==> config.mk <==
export PLATFORM = sky130hd
export DESIGN_NAME = packet_layer_classifier_top_flat
export DESIGN_NICKNAME = d
export VERILOG_FILES = /design/src/sv/plc_pkg.sv /design/src/sv/plc_if.sv /design/src/sv/plc_ram.sv /design/src/sv/plc_datapath.sv /design/src/sv/plc_ctrl.sv /design/src/sv/packet_layer_classifier_top.sv /design/src/flat_wrapper.sv
export SDC_FILE = /design/constraint.sdc
export NUM_CORES = 1
export LEC_CHECK = 0
export ABC_AREA = 1
export BUFFER_PORTS_ARGS = -buffer_cell sky130_fd_sc_hd__clkbuf_2
export CORE_UTILIZATION = 40
export DETAILED_ROUTE_END_ITERATION = 16
export MAX_ROUTING_LAYER = met4
export PLACE_DENSITY = 0.66
export SLEW_MARGIN = 20
export SYNTH_ARGS = -nofsm -noshare
export SYNTH_HDL_FRONTEND = slang
export SYNTH_HIERARCHICAL = 1
export SYNTH_SLANG_ARGS = --single-unit
==> constraint.sdc <==
create_clock -name clk -period 7.3 [get_ports clk]
set_input_delay 2.19 -clock clk [delete_from_list [all_inputs] [get_ports clk]]
set_output_delay 2.19 -clock clk [all_outputs]
set_load 0.03 [all_outputs]
==> src/sv/plc_pkg.sv <==
// Shared types and constants of the packet layer classifier.
// Depends on nothing; the datapath, controller and top-level files of the block import it.
package plc_pkg;

	localparam int BUF_BYTES_DEF = 128;
	// Bytes at the head of the packet that the classifier inspects directly.
	localparam int HDR_BYTES = 28;

	localparam int FL_ETH  = 0;
	localparam int FL_VLAN = 1;
	localparam int FL_IPV4 = 2;
	localparam int FL_IPV6 = 3;
	localparam int FL_TCP  = 4;

	localparam logic [15:0] ET_IPV4 = 16'h0800;
	localparam logic [15:0] ET_IPV6 = 16'h86DD;
	localparam logic [15:0] ET_VLAN = 16'h8100;
	localparam logic [7:0]  PROTO_TCP = 8'd6;

	typedef struct packed {
		logic load;
		logic calc;
		logic finish;
		logic clear;
	} cmd_t;

	// Ones'-complement fold of a wide sum; true when the header checksums to all ones.
	function automatic logic csum_ok(input logic [20:0] s);
		logic [16:0] f;
		logic [16:0] g;
		f = {12'd0, s[20:16]} + {1'b0, s[15:0]};
		g = {1'b0, f[15:0]} + {16'd0, f[16]};
		return g[15:0] == 16'hFFFF;
	endfunction

	function automatic logic v6_listed(input logic [7:0] nh);
		return nh == 8'd6 || nh == 8'd17 || nh == 8'd41 || nh == 8'd43 ||
			nh == 8'd44 || nh == 8'd58 || nh == 8'd59 || nh == 8'd60;
	endfunction

endpackage

==> src/sv/plc_if.sv <==
// Stream interfaces of the packet layer classifier: byte input and result output.
// Depends on nothing.
interface plc_in_if;
	logic       valid;
	logic       ready;
	logic [7:0] pkt_byte;
	logic       last_byte;
	modport source (output valid, pkt_byte, last_byte, input ready);
	modport sink (input valid, pkt_byte, last_byte, output ready);
endinterface

interface plc_out_if;
	logic       valid;
	logic       ready;
	logic [4:0] layer_flags;
	logic [4:0] link_len;
	logic [4:0] net_offset;
	logic [5:0] net_len;
	logic [6:0] tcp_offset;
	logic [5:0] tcp_len;
	modport source (output valid, layer_flags, link_len, net_offset, net_len, tcp_offset,
		tcp_len, input ready);
	modport sink (input valid, layer_flags, link_len, net_offset, net_len, tcp_offset,
		tcp_len, output ready);
endinterface

==> src/sv/plc_ram.sv <==
// Generic single-write, single-read RAM with registered read data.
// Depends on nothing.
module plc_ram #(
	parameter int WIDTH = 8,
	parameter int DEPTH = 128
) (
	input  logic                     clk,
	input  logic                     we,
	input  logic [$clog2(DEPTH)-1:0] waddr,
	input  logic [WIDTH-1:0]         wdata,
	input  logic [$clog2(DEPTH)-1:0] raddr,
	output logic [WIDTH-1:0]         rdata
);
	logic [WIDTH-1:0] mem_q [DEPTH];

	always_ff @(posedge clk) begin
		if (we) begin
			mem_q[waddr] <= wdata;
		end
		rdata <= mem_q[raddr];
	end
endmodule

==> src/sv/plc_datapath.sv <==
// Datapath: byte counter, header capture, running checksums, decision and result registers.
// Depends on plc_pkg and plc_ram.
module plc_datapath #(
	parameter int BUF_BYTES = plc_pkg::BUF_BYTES_DEF
) (
	input  logic         clk,
	input  logic         arst_n,
	input  plc_pkg::cmd_t cmd,
	input  logic [7:0]   pkt_byte,
	output logic [4:0]   layer_flags,
	output logic [4:0]   link_len,
	output logic [4:0]   net_offset,
	output logic [5:0]   net_len,
	output logic [6:0]   tcp_offset,
	output logic [5:0]   tcp_len
);
	import plc_pkg::*;

	localparam int AW = $clog2(BUF_BYTES);
	localparam int CW = $clog2(BUF_BYTES + 1);
	localparam int HW = $clog2(HDR_BYTES);
	localparam logic [CW-1:0] BASE [3] = '{CW'(0), CW'(14), CW'(18)};

	logic [CW-1:0] cnt_q;
	logic [7:0]    hb_q [HDR_BYTES];
	logic [20:0]   sum_q [3];
	logic [20:0]   sum_d [3];
	logic          wr_en;

	logic [4:0] flags_q, flags_d;
	logic [4:0] link_q, link_d;
	logic [4:0] noff_q, noff_d;
	logic [5:0] nlen_q, nlen_d;
	logic [6:0] toff_q, toff_d;
	logic [5:0] tlen_q;
	logic [7:0] ram_rdata;
	logic [7:0] taddr;

	assign wr_en = cmd.load && (cnt_q < CW'(BUF_BYTES));
	assign taddr = {1'b0, toff_q} + 8'd12;

	plc_ram #(.WIDTH(8), .DEPTH(BUF_BYTES)) u_buf (
		.clk   (clk),
		.we    (wr_en),
		.waddr (cnt_q[AW-1:0]),
		.wdata (pkt_byte),
		.raddr (AW'(taddr)),
		.rdata (ram_rdata)
	);

	// Each candidate header base keeps its own sum; a byte counts when it lies inside the
	// header span, which the IHL nibble at that base fixes before later bytes arrive.
	always_comb begin
		logic [CW-1:0] rel;
		logic [3:0]    ihl;
		logic [5:0]    lim;
		for (int l = 0; l < 3; l++) begin
			rel = cnt_q - BASE[l];
			ihl = (cnt_q == BASE[l]) ? pkt_byte[3:0] : hb_q[BASE[l][HW-1:0]][3:0];
			lim = (ihl >= 4'd6) ? {ihl, 2'b00} : 6'd20;
			sum_d[l] = sum_q[l];
			if (cnt_q >= BASE[l] && rel < CW'(lim)) begin
				sum_d[l] = sum_q[l] + (rel[0] ? {13'd0, pkt_byte} : {5'd0, pkt_byte, 8'd0});
			end
		end
	end

	always_comb begin
		logic [15:0] et1, et2;
		logic [5:0]  h0, h14, h18;
		logic        done;
		et1 = {hb_q[12], hb_q[13]};
		et2 = {hb_q[16], hb_q[17]};
		h0  = {hb_q[0][3:0], 2'b00};
		h14 = {hb_q[14][3:0], 2'b00};
		h18 = {hb_q[18][3:0], 2'b00};
		flags_d = '0;
		link_d  = '0;
		noff_d  = '0;
		nlen_d  = '0;
		toff_d  = '0;
		done    = 1'b1;
		if (hb_q[0][7:4] == 4'd4 && csum_ok(sum_q[0])) begin
			flags_d[FL_IPV4] = 1'b1;
			nlen_d = h0;
			if (hb_q[9] == PROTO_TCP) begin
				flags_d[FL_TCP] = 1'b1;
				toff_d = {1'b0, h0};
			end
		end else begin
			flags_d[FL_ETH] = 1'b1;
			link_d = 5'd14;
			priority if (et1 == ET_IPV4 && csum_ok(sum_q[1])) begin
				flags_d[FL_IPV4] = 1'b1;
				noff_d = 5'd14;
				nlen_d = h14;
				if (hb_q[23] == PROTO_TCP) begin
					flags_d[FL_TCP] = 1'b1;
					toff_d = 7'd14 + {1'b0, h14};
				end
			end else if (et1 == ET_IPV6 && hb_q[14][7:4] == 4'd6) begin
				flags_d[FL_IPV6] = 1'b1;
				noff_d = 5'd14;
				nlen_d = 6'd40;
				if (hb_q[20] == PROTO_TCP) begin
					flags_d[FL_TCP] = 1'b1;
					toff_d = 7'd54;
				end
			end else if (et1 == ET_VLAN) begin
				flags_d = '0;
				flags_d[FL_VLAN] = 1'b1;
				link_d = 5'd18;
				priority if (et2 == ET_IPV4 && csum_ok(sum_q[2])) begin
					flags_d[FL_IPV4] = 1'b1;
					noff_d = 5'd18;
					nlen_d = h18;
					if (hb_q[27] == PROTO_TCP) begin
						flags_d[FL_TCP] = 1'b1;
						toff_d = 7'd18 + {1'b0, h18};
					end
				end else if (et2 == ET_IPV6 && hb_q[18][7:4] == 4'd6) begin
					flags_d[FL_IPV6] = 1'b1;
					noff_d = 5'd18;
					nlen_d = 6'd40;
					if (hb_q[24] == PROTO_TCP) begin
						flags_d[FL_TCP] = 1'b1;
						toff_d = 7'd58;
					end
				end else begin
					done = 1'b0;
				end
			end else begin
				done = 1'b0;
			end
		end
		if (!done && hb_q[0][7:4] == 4'd6 && v6_listed(hb_q[6])) begin
			flags_d = '0;
			flags_d[FL_IPV6] = 1'b1;
			link_d = '0;
			noff_d = '0;
			nlen_d = 6'd40;
			toff_d = '0;
			if (hb_q[6] == PROTO_TCP) begin
				flags_d[FL_TCP] = 1'b1;
				toff_d = 7'd40;
			end
		end
	end

	always_ff @(posedge clk or negedge arst_n) begin
		if (!arst_n) begin
			cnt_q <= '0;
			for (int i = 0; i < HDR_BYTES; i++) begin
				hb_q[i] <= '0;
			end
			for (int l = 0; l < 3; l++) begin
				sum_q[l] <= '0;
			end
		end else if (cmd.clear) begin
			cnt_q <= '0;
			for (int i = 0; i < HDR_BYTES; i++) begin
				hb_q[i] <= '0;
			end
			for (int l = 0; l < 3; l++) begin
				sum_q[l] <= '0;
			end
		end else if (wr_en) begin
			cnt_q <= cnt_q + 1'b1;
			if (cnt_q < CW'(HDR_BYTES)) begin
				hb_q[cnt_q[HW-1:0]] <= pkt_byte;
			end
			for (int l = 0; l < 3; l++) begin
				sum_q[l] <= sum_d[l];
			end
		end
	end

	always_ff @(posedge clk) begin
		if (cmd.calc) begin
			flags_q <= flags_d;
			link_q  <= link_d;
			noff_q  <= noff_d;
			nlen_q  <= nlen_d;
			toff_q  <= toff_d;
		end
		if (cmd.finish) begin
			if (flags_q[FL_TCP] && {1'b0, taddr} < 9'(cnt_q)) begin
				tlen_q <= {ram_rdata[7:4], 2'b00};
			end else begin
				tlen_q <= '0;
			end
		end
	end

	assign layer_flags = flags_q;
	assign link_len    = link_q;
	assign net_offset  = noff_q;
	assign net_len     = nlen_q;
	assign tcp_offset  = toff_q;
	assign tcp_len     = tlen_q;

	a_cnt_bound: assert property (@(posedge clk) disable iff (!arst_n)
		cnt_q <= CW'(BUF_BYTES))
		else $error("byte count ran past the buffer");
	a_clear: assert property (@(posedge clk) disable iff (!arst_n)
		cmd.clear |=> cnt_q == '0)
		else $error("byte count not cleared after result");
endmodule

==> src/sv/plc_ctrl.sv <==
// Controller state machine: sequences load, decision, buffer read and result delivery.
// Depends on plc_pkg.
module plc_ctrl (
	input  logic          clk,
	input  logic          arst_n,
	input  logic          in_valid,
	input  logic          in_last,
	output logic          in_ready,
	output logic          out_valid,
	input  logic          out_ready,
	output plc_pkg::cmd_t cmd
);
	import plc_pkg::*;

	typedef enum logic [2:0] {S_LOAD, S_CALC, S_FETCH, S_FINISH, S_SEND} state_t;
	state_t state_q;

	always_ff @(posedge clk or negedge arst_n) begin
		if (!arst_n) begin
			state_q <= S_LOAD;
		end else begin
			unique case (state_q)
				S_LOAD: begin
					if (in_valid && in_last) begin
						state_q <= S_CALC;
					end
				end
				S_CALC:   state_q <= S_FETCH;
				S_FETCH:  state_q <= S_FINISH;
				S_FINISH: state_q <= S_SEND;
				S_SEND: begin
					if (out_ready) begin
						state_q <= S_LOAD;
					end
				end
				default: state_q <= S_LOAD;
			endcase
		end
	end

	assign in_ready   = (state_q == S_LOAD);
	assign out_valid  = (state_q == S_SEND);
	assign cmd.load   = in_ready && in_valid;
	assign cmd.calc   = (state_q == S_CALC);
	assign cmd.finish = (state_q == S_FINISH);
	assign cmd.clear  = out_valid && out_ready;

	a_excl: assert property (@(posedge clk) disable iff (!arst_n)
		!(in_ready && out_valid))
		else $error("input taken while a result is pending");
	a_seq: assert property (@(posedge clk) disable iff (!arst_n)
		cmd.calc |=> ##1 cmd.finish)
		else $error("decision not followed by buffer read");
endmodule

==> src/sv/packet_layer_classifier_top.sv <==
// Packet layer classifier: one byte accepted per cycle while loading. After the byte
// marked last, the controller passes through the decision, buffer read and read-data
// states before the result is valid; the next packet is accepted only once the result
// has been taken, so any output stall holds the input as well.
// The tail delay is set by the single read port of the head buffer, needed for the TCP
// data-offset byte. Reset is asynchronous, active low, and clears the byte count, the
// captured header bytes and the checksum sums; buffer contents are not cleared.
module packet_layer_classifier_top #(
	parameter int BUF_BYTES = plc_pkg::BUF_BYTES_DEF
) (
	input logic      clk,
	input logic      arst_n,
	plc_in_if.sink   in_ch,
	plc_out_if.source out_ch
);
	import plc_pkg::*;

	// Commands from the controller to the datapath.
	cmd_t cmd;

	// The controller owns the handshakes; the datapath only sees the byte and commands.
	plc_ctrl u_ctrl (
		.clk       (clk),
		.arst_n    (arst_n),
		.in_valid  (in_ch.valid),
		.in_last   (in_ch.last_byte),
		.in_ready  (in_ch.ready),
		.out_valid (out_ch.valid),
		.out_ready (out_ch.ready),
		.cmd       (cmd)
	);

	// Checksums for the three candidate IPv4 positions build up while bytes stream in,
	// so the decision itself is made in the single calc state after the last byte.
	plc_datapath #(.BUF_BYTES(BUF_BYTES)) u_dp (
		.clk         (clk),
		.arst_n      (arst_n),
		.cmd         (cmd),
		.pkt_byte    (in_ch.pkt_byte),
		.layer_flags (out_ch.layer_flags),
		.link_len    (out_ch.link_len),
		.net_offset  (out_ch.net_offset),
		.net_len     (out_ch.net_len),
		.tcp_offset  (out_ch.tcp_offset),
		.tcp_len     (out_ch.tcp_len)
	);
endmodule

==> src/flat_wrapper.sv <==
// flat-port wrapper written by rule: the top's interface ports become plain ports
module packet_layer_classifier_top_flat import plc_pkg::*;
#(
	parameter int BUF_BYTES = plc_pkg::BUF_BYTES_DEF
)
  (clk, arst_n, in_ch_valid, in_ch_pkt_byte, in_ch_last_byte, in_ch_ready, out_ch_valid, out_ch_layer_flags, out_ch_link_len, out_ch_net_offset, out_ch_net_len, out_ch_tcp_offset, out_ch_tcp_len, out_ch_ready);
  plc_in_if in_ch_i ();
  plc_out_if out_ch_i ();
  input logic clk;
  input logic arst_n;
  input wire logic [$bits(in_ch_i.valid)-1:0] in_ch_valid;
  input wire logic [$bits(in_ch_i.pkt_byte)-1:0] in_ch_pkt_byte;
  input wire logic [$bits(in_ch_i.last_byte)-1:0] in_ch_last_byte;
  output wire logic [$bits(in_ch_i.ready)-1:0] in_ch_ready;
  output wire logic [$bits(out_ch_i.valid)-1:0] out_ch_valid;
  output wire logic [$bits(out_ch_i.layer_flags)-1:0] out_ch_layer_flags;
  output wire logic [$bits(out_ch_i.link_len)-1:0] out_ch_link_len;
  output wire logic [$bits(out_ch_i.net_offset)-1:0] out_ch_net_offset;
  output wire logic [$bits(out_ch_i.net_len)-1:0] out_ch_net_len;
  output wire logic [$bits(out_ch_i.tcp_offset)-1:0] out_ch_tcp_offset;
  output wire logic [$bits(out_ch_i.tcp_len)-1:0] out_ch_tcp_len;
  input wire logic [$bits(out_ch_i.ready)-1:0] out_ch_ready;
  assign in_ch_i.valid = in_ch_valid;
  assign in_ch_i.pkt_byte = in_ch_pkt_byte;
  assign in_ch_i.last_byte = in_ch_last_byte;
  assign in_ch_ready = in_ch_i.ready;
  assign out_ch_valid = out_ch_i.valid;
  assign out_ch_layer_flags = out_ch_i.layer_flags;
  assign out_ch_link_len = out_ch_i.link_len;
  assign out_ch_net_offset = out_ch_i.net_offset;
  assign out_ch_net_len = out_ch_i.net_len;
  assign out_ch_tcp_offset = out_ch_i.tcp_offset;
  assign out_ch_tcp_len = out_ch_i.tcp_len;
  assign out_ch_i.ready = out_ch_ready;
  packet_layer_classifier_top #(.BUF_BYTES(BUF_BYTES)) u_core (.clk(clk), .arst_n(arst_n), .in_ch(in_ch_i), .out_ch(out_ch_i));
endmodule
# Word-level counts from Yosys, hierarchy flattened

Memory sizes are Yosys's and may differ from the RTL's. A register that Yosys moved wholly into a read port is not among the register bits.
Cells that the tools add are included.

Register bits after elaboration: 332
Bits in writable memories: 1024
Input bits: 13
Output and inout port bits: 36
Word-level logic and storage cells: 234
Memories: 1

$add $sub $neg: 15
Magnitude comparators: 14
Equality and inequality tests: 33
Multiplexer cells: 82
Bitwise gates (word level): 2
Reduce and logical (&&, ||, !) cells: 40

Memory list:

| name                    | depth | width | rd ports | clocked after memory_dff | wr ports | RTL line      | text |
|---|---|---|---|---|---|---|---|
| u_core.u_dp.u_buf.mem_q | 128   | 8     | 1        | 1                        | 1        | plc_ram.sv:14 | `logic [WIDTH-1:0] mem_q [DEPTH];` |

Operators with widths:

| kind                 | number |
|---|---|
| $mux 224             | 3 |
| $bwmux 224           | 1 |
| $mux 63              | 2 |
| $eq 16x16->1 const B | 6 |
| $mux 6               | 13 |
| $add 21x16->21       | 3 |
| $mux 21              | 3 |
| $mux 7               | 9 |
| $add 5x16->17        | 3 |
| $add 16x1->16        | 3 |
| $eq 8x3->1 const B   | 6 |
| $eq 8x6->1 const B   | 6 |
| $mux 16              | 3 |
| $demux 8 s5          | 1 |
| $eq 16x12->1 const B | 2 |
| $mux 4               | 8 |
| $mux 5               | 5 |
| $lt 8x6->1           | 3 |
| $mux 8               | 3 |
| $mux 1               | 23 |
| $eq 4x3->1 const B   | 4 |
| $eq 8x5->1 const B   | 2 |
| $logic_and 1x1->1    | 16 |
| $pmux 3 s5           | 1 |
| other kinds (35)     | 57 |

# Logic depth before layout (Yosys ltp)

Word-level depth: 13
Depth in mapped cells: 29
Gate-level depth less buffers: 29

# By module

Netlist, hierarchy kept.

Modules (own cells, without submodules):

| module       | instances | cells each | area each (um^2) | sequential area each (um^2) |
|---|---|---|---|---|
| plc_ram      | 1         | 3575       | 42104.1          | 30909.6 |
| plc_datapath | 1         | 1929       | 14258.7          | 5069.9 |
| plc_ctrl     | 1         | 23         | 165.2            | 75.1 |

# Least setup slack after synthesis

OpenSTA, ideal clock, no wires.

Path type: in2reg
From: input in_ch_pkt_byte[0]
To: register u_core/u_dp/sum_q[62] (netlist bit)
Setup time: 132 ps
Arrival: 4191 ps
Data required time: 7168 ps
Setup slack: 2977 ps
Stages: 15
Path buffers: 0
Cells stage by stage: nand2_1 inv_1 ha_1 fa_1 nand3_1 nand2_1 a21oi_1 o21bai_1 a31oi_1 o21ai_0 a21o_1 nand3_1 nor2_1 xnor2_1 nor2_1

Word-level cells in the longest chain between the ends: 7
Elaborated cells between the ends (all ways): 12
Classes of those cells: add/sub: 1; order compare: 2; mux: 6; reduce/logical: 3

Ends and longest elaborated chain:

| what                           | RTL line            | text |
|---|---|---|
| start: declaration             | flat_wrapper.sv:12  | `input wire logic [$bits(in_ch_i.pkt_byte)-1:0] in_ch_pkt_byte;` |
| $mux 4                         | plc_datapath.sv:59  | `ihl = (cnt_q == BASE[l]) ? pkt_byte[3:0] : hb_q[BASE[l][HW-1:0]][3:0];` |
| $ge 4x3->1                     | plc_datapath.sv:60  | `lim = (ihl >= 4'd6) ? {ihl, 2'b00} : 6'd20;` |
| $mux 6                         | plc_datapath.sv:60  |  |
| $lt 8x6->1                     | plc_datapath.sv:62  | `if (cnt_q >= BASE[l] && rel < CW'(lim)) begin` |
| $logic_and 1x1->1              | plc_datapath.sv:62  |  |
| $reduce_bool 2->1 (no line)    | n/a                 |  |
| $reduce_and 2->1 (no line)     | n/a                 |  |
| end signal: indexed assignment | plc_datapath.sv:173 | `sum_q[l] <= sum_d[l];` |
| end: declaration               | plc_datapath.sv:26  | `logic [20:0] sum_q [3];` |

Parallel ways exist; a longest one is shown, timed or not. The select of a mux whose other input is x is not followed.
A chain may end at the register's enable or synchronous reset.

# Final worst setup path

From: register u_core/u_dp/sum_q[16] (netlist bit)
To: register u_core.u_dp.nlen_q[2], in the netlist u_core/u_dp/net_len[2], data pin

Word-level cells in the longest chain between the ends: 12
Elaborated cells between the ends (all ways): 17
Classes of those cells: add/sub: 2; eq/ne: 1; mux: 10; reduce/logical: 4

Ends and longest elaborated chain:

| what                            | RTL line            | text |
|---|---|---|
| $add 5x16->17 *                 | plc_pkg.sv:31       | `f = {12'd0, s[20:16]} + {1'b0, s[15:0]};` |
| $add 16x1->16 *                 | plc_pkg.sv:32       | `g = {1'b0, f[15:0]} + {16'd0, f[16]};` |
| $eq 16x16->1 *                  | plc_pkg.sv:33       | `return g[15:0] == 16'hFFFF;` |
| $logic_and 1x1->1 *             | plc_datapath.sv:113 | `priority if (et2 == ET_IPV4 && csum_ok(sum_q[2])) begin` |
| $mux 1                          | plc_datapath.sv:113 |  |
| $mux 1                          | plc_datapath.sv:109 | `end else if (et1 == ET_VLAN) begin` |
| $mux 1                          | plc_datapath.sv:101 | `end else if (et1 == ET_IPV6 && hb_q[14][7:4] == 4'd6) begin` |
| $mux 1                          | plc_datapath.sv:93  | `priority if (et1 == ET_IPV4 && csum_ok(sum_q[1])) begin` |
| $mux 1                          | plc_datapath.sv:83  | `if (hb_q[0][7:4] == 4'd4 && csum_ok(sum_q[0])) begin` |
| $logic_not 1->1                 | plc_datapath.sv:136 | `if (!done && hb_q[0][7:4] == 4'd6 && v6_listed(hb_q[6])) begin` |
| $logic_and 1x1->1 (2 in series) | plc_datapath.sv:136 |  |
| end signal: assignment          | plc_datapath.sv:183 | `nlen_q <= nlen_d;` |
| end: declaration                | plc_datapath.sv:33  | `logic [5:0] nlen_q, nlen_d;` |

Mark *: on every way between the ends. The rest lies on a longest branch, timed or not.

==> qor.csv <==
stage,metric,value,unit
cts,clock slew at reported path FFs,0.06,ns
global_routing,largest net degree at the start of global routing,258,
setup_path,Crit. Startpoint,u_core/u_dp/sum_q[16]$_DFFE_PN0P_,
floorplan,Chip Height,304,µm
pwr,leak pwr,0.0157,µW
global_routing,total track usage,0.209,
cts,postcts setup bufs,0,
timing,Clock Skew,0.0364,ns
yosys,Synth Instances,3951,
timing,Period minus WS final,4.67,ns
cells_and_area,fraction of layout cells with a size suffix above 1,0.0680,
yosys,warnings from Yosys,6,
timing,final worst-path cycle share,0.640,
timing,RSZ-0062 raised after global routing,false,
global_routing,vias in the first global route,26400,
worst_hold_path,Hold Startpoint,u_core/u_dp/hb_q[151]$_DFFE_PN0P_,
setup_path,WP data required,7.74,ns
setup_path,Crit Path Class,register to register,
routing,# DRC,0,
floorplan,Core Footprint,0.0901,mm²
cells_and_area,nets@finish,3921,
pwr,peak supply drop,0.246,mV
floorplan,die width,304,µm
timing,Max Slew Vio Count,0,
cts,Root Buffer,clkbuf_16,
worst_hold_path,number of cells on the worst hold path,2,
cts,# clock sinks,717,
routing,DR vias/cell,5.40,
routing,DR pass1 iterations,6,
cts,cts hold-fix bufs,0,
timing,Slew HR,0.281,
cts,CTS tree,built,
cts,CTS Buffer Depth,3,
setup_path,RR Startpoint,u_core/u_dp/sum_q[16]$_DFFE_PN0P_,
global_routing,global-route wire length before repair,148000,µm
timing,Sum Neg Setup Slack,0,ns
routing,vias,27300,
placed_design,routability cong.,0.903,
floorplan,Initial Util,0.405,
setup_path,Worst Setup Start Kind,register,
cts,post-CTS resize count,0,
cells_and_area,"Area growth, synth to finish",7.62,%
timing,Max Clock Freq,0.214,GHz
floorplan,row count,110,
yosys,mapped cell area,0.0365,mm²
global_routing,GR Overflow Total,0,
cells_and_area,# fillers,8583,
placed_design,# port buffers,41,
flow_run,Max Cap Viol,0,
setup_path,Worst Setup End Kind,register,
timing,Least-Margin Pin Slew,1.08,ns
worst_hold_path,Hold Path Class,register to register,
yosys,Mean Syn Cell Area,9.24,µm²
floorplan,IO Count,49,
cts,H-tree levels,3,
timing,final setup vio count,0,
routing,post-route ant nets,0,
setup_path,Reg2Reg Depth,27,
cts,clock latency on the worst-skew pair,0.64,ns
timing,Hold Fails Final Rpt,0,
pwr,pwr dens,325,mW/mm²
setup_path,crit-path max FO,7,
routing,drt total wl,94700,µm
setup_path,Critical Path AT,5.12,ns
placed_design,HPWL after DPL,60700,µm
global_routing,initial antenna violation count,2,
routing,drt initial violations,2417,
floorplan,die area,0.0925,mm²
routing,DR WL/cell,18.8,µm
timing,Hold Slack,0.517,ns
outcome,status,finished clean,
cts,TritonCTS Buffers,76,
==> area by class of cell <==
cell class	count	area, µm²	area share
Clock inverter	51	519	0.0132
Inverter	277	1050	0.0268
Multi-Input combinational cell	2673	13300	0.337
Antenna cell	3	7.51	0.000191
Sequential cell	717	20600	0.524
Tap cell	1176	1470	0.0374
Clock buffer	87	1970	0.0502
Timing Repair Buffer	62	412	0.0105
==> metrics by stage <==
step,instance area (µm²),power (µW),setup WS [ns],util,std cells
after detailed placement,36800,8920,2.45,0.408,4904
after global routing,39300,13400,2.13,0.436,5045
after CTS,39300,12700,2.67,0.436,5042
after global placement,36800,8870,2.39,0.408,4904
final,39300,12800,2.63,0.436,5046
after floorplan,36500,7840,2.98,-,3958
==> worst max-delay path, stage by stage, from the launching register on <==
cell      delay, ns
dfrtp_1        0.42
ha_1           0.26
inv_1          0.08
fa_1           0.39
inv_1          0.13
nand2_1        0.11
nand2_1        0.10
nand3_1        0.11
nand2_1        0.13
nand3_1        0.11
nor3_1         0.31
ha_1           0.23
ha_1           0.16
nand3_1        0.09
nand3b_1       0.17
nor2_1         0.15
nand2_1        0.10
nand2_1        0.08
nand2_1        0.05
nor2_1         0.09
nand3_1        0.11
nor2_4         0.27
nand3_4        0.13
nand2_2        0.11
nand2_4        0.07
nand3_4        0.13
nand2_4        0.11
o21bai_1       0.27
==> cells in the final DEF (no fill, tap or decap), drive strengths merged, types with 9 or more instances in the layout <==
cell type and instances:
nor4 17, clkinv 41, dfrtp 178, nor2 318
xnor2 19, buf 26, nand2 1052, clkbuf 123
a21oi 96, o21ai 144, inv 278, xor2 35
o31ai 9, nand4 48, o22ai 66, nand3 655
edfxtp 535, ha 95, nor3 44
==> state kept, by name, summed over array words and instances (netlist names) <==
signal,cells
u_core/u_dp/tcp_len,4
u_core/u_dp/u_buf/mem_q,512
u_core/u_dp/hb_q,104
u_core/u_dp/net_offset,3
u_core/u_dp/link_len,1
u_core/u_dp/u_buf/rdata,4
u_core/u_dp/tcp_offset,6
u_core/u_dp/net_len,4
u_core/u_dp/layer_flags,5
u_core/u_ctrl/state_q,3
u_core/u_dp/sum_q,63
u_core/u_dp/cnt_q,8
==> routing by layer <==
metal,share of wire,GRT usage,vias to the layer above,routed length (µm)
met3,0.066,0.0293,178,6250
met5,0,-,-,0
met1,0.43,0.272,13000,40900
li1,-,-,13100,-
met2,0.47,0.333,977,44400
met4,0.034,0.0741,0,3210
==> power by group <==
part / switching [µW] / internal, µW / total, µW / leakage, µW
Clock: 1650 / 2180 / 3830 / 0.00122
Sequential: 372 / 4750 / 5120 / 0.00725
Combinational: 2680 / 1120 / 3800 / 0.00726
Total: 4700 / 8060 / 12800 / 0.0157
==> worst paths after layout <==
path                            slack (ns)                                    to
worst max-delay path                  2.63  u_core/u_dp/net_len[2]$_SDFFCE_PP0P_
worst min-delay path                  0.52     u_core/u_dp/hb_q[151]$_DFFE_PN0P_
worst max register to register        2.63  u_core/u_dp/net_len[2]$_SDFFCE_PP0P_
worst min register to register        0.52     u_core/u_dp/hb_q[151]$_DFFE_PN0P_
max in group asynchronous             4.61      u_core/u_dp/sum_q[9]$_DFFE_PN0P_
min in group asynchronous             1.42     u_core/u_dp/hb_q[118]$_DFFE_PN0P_
No activity file was read; power rests on OpenSTA's default activity.
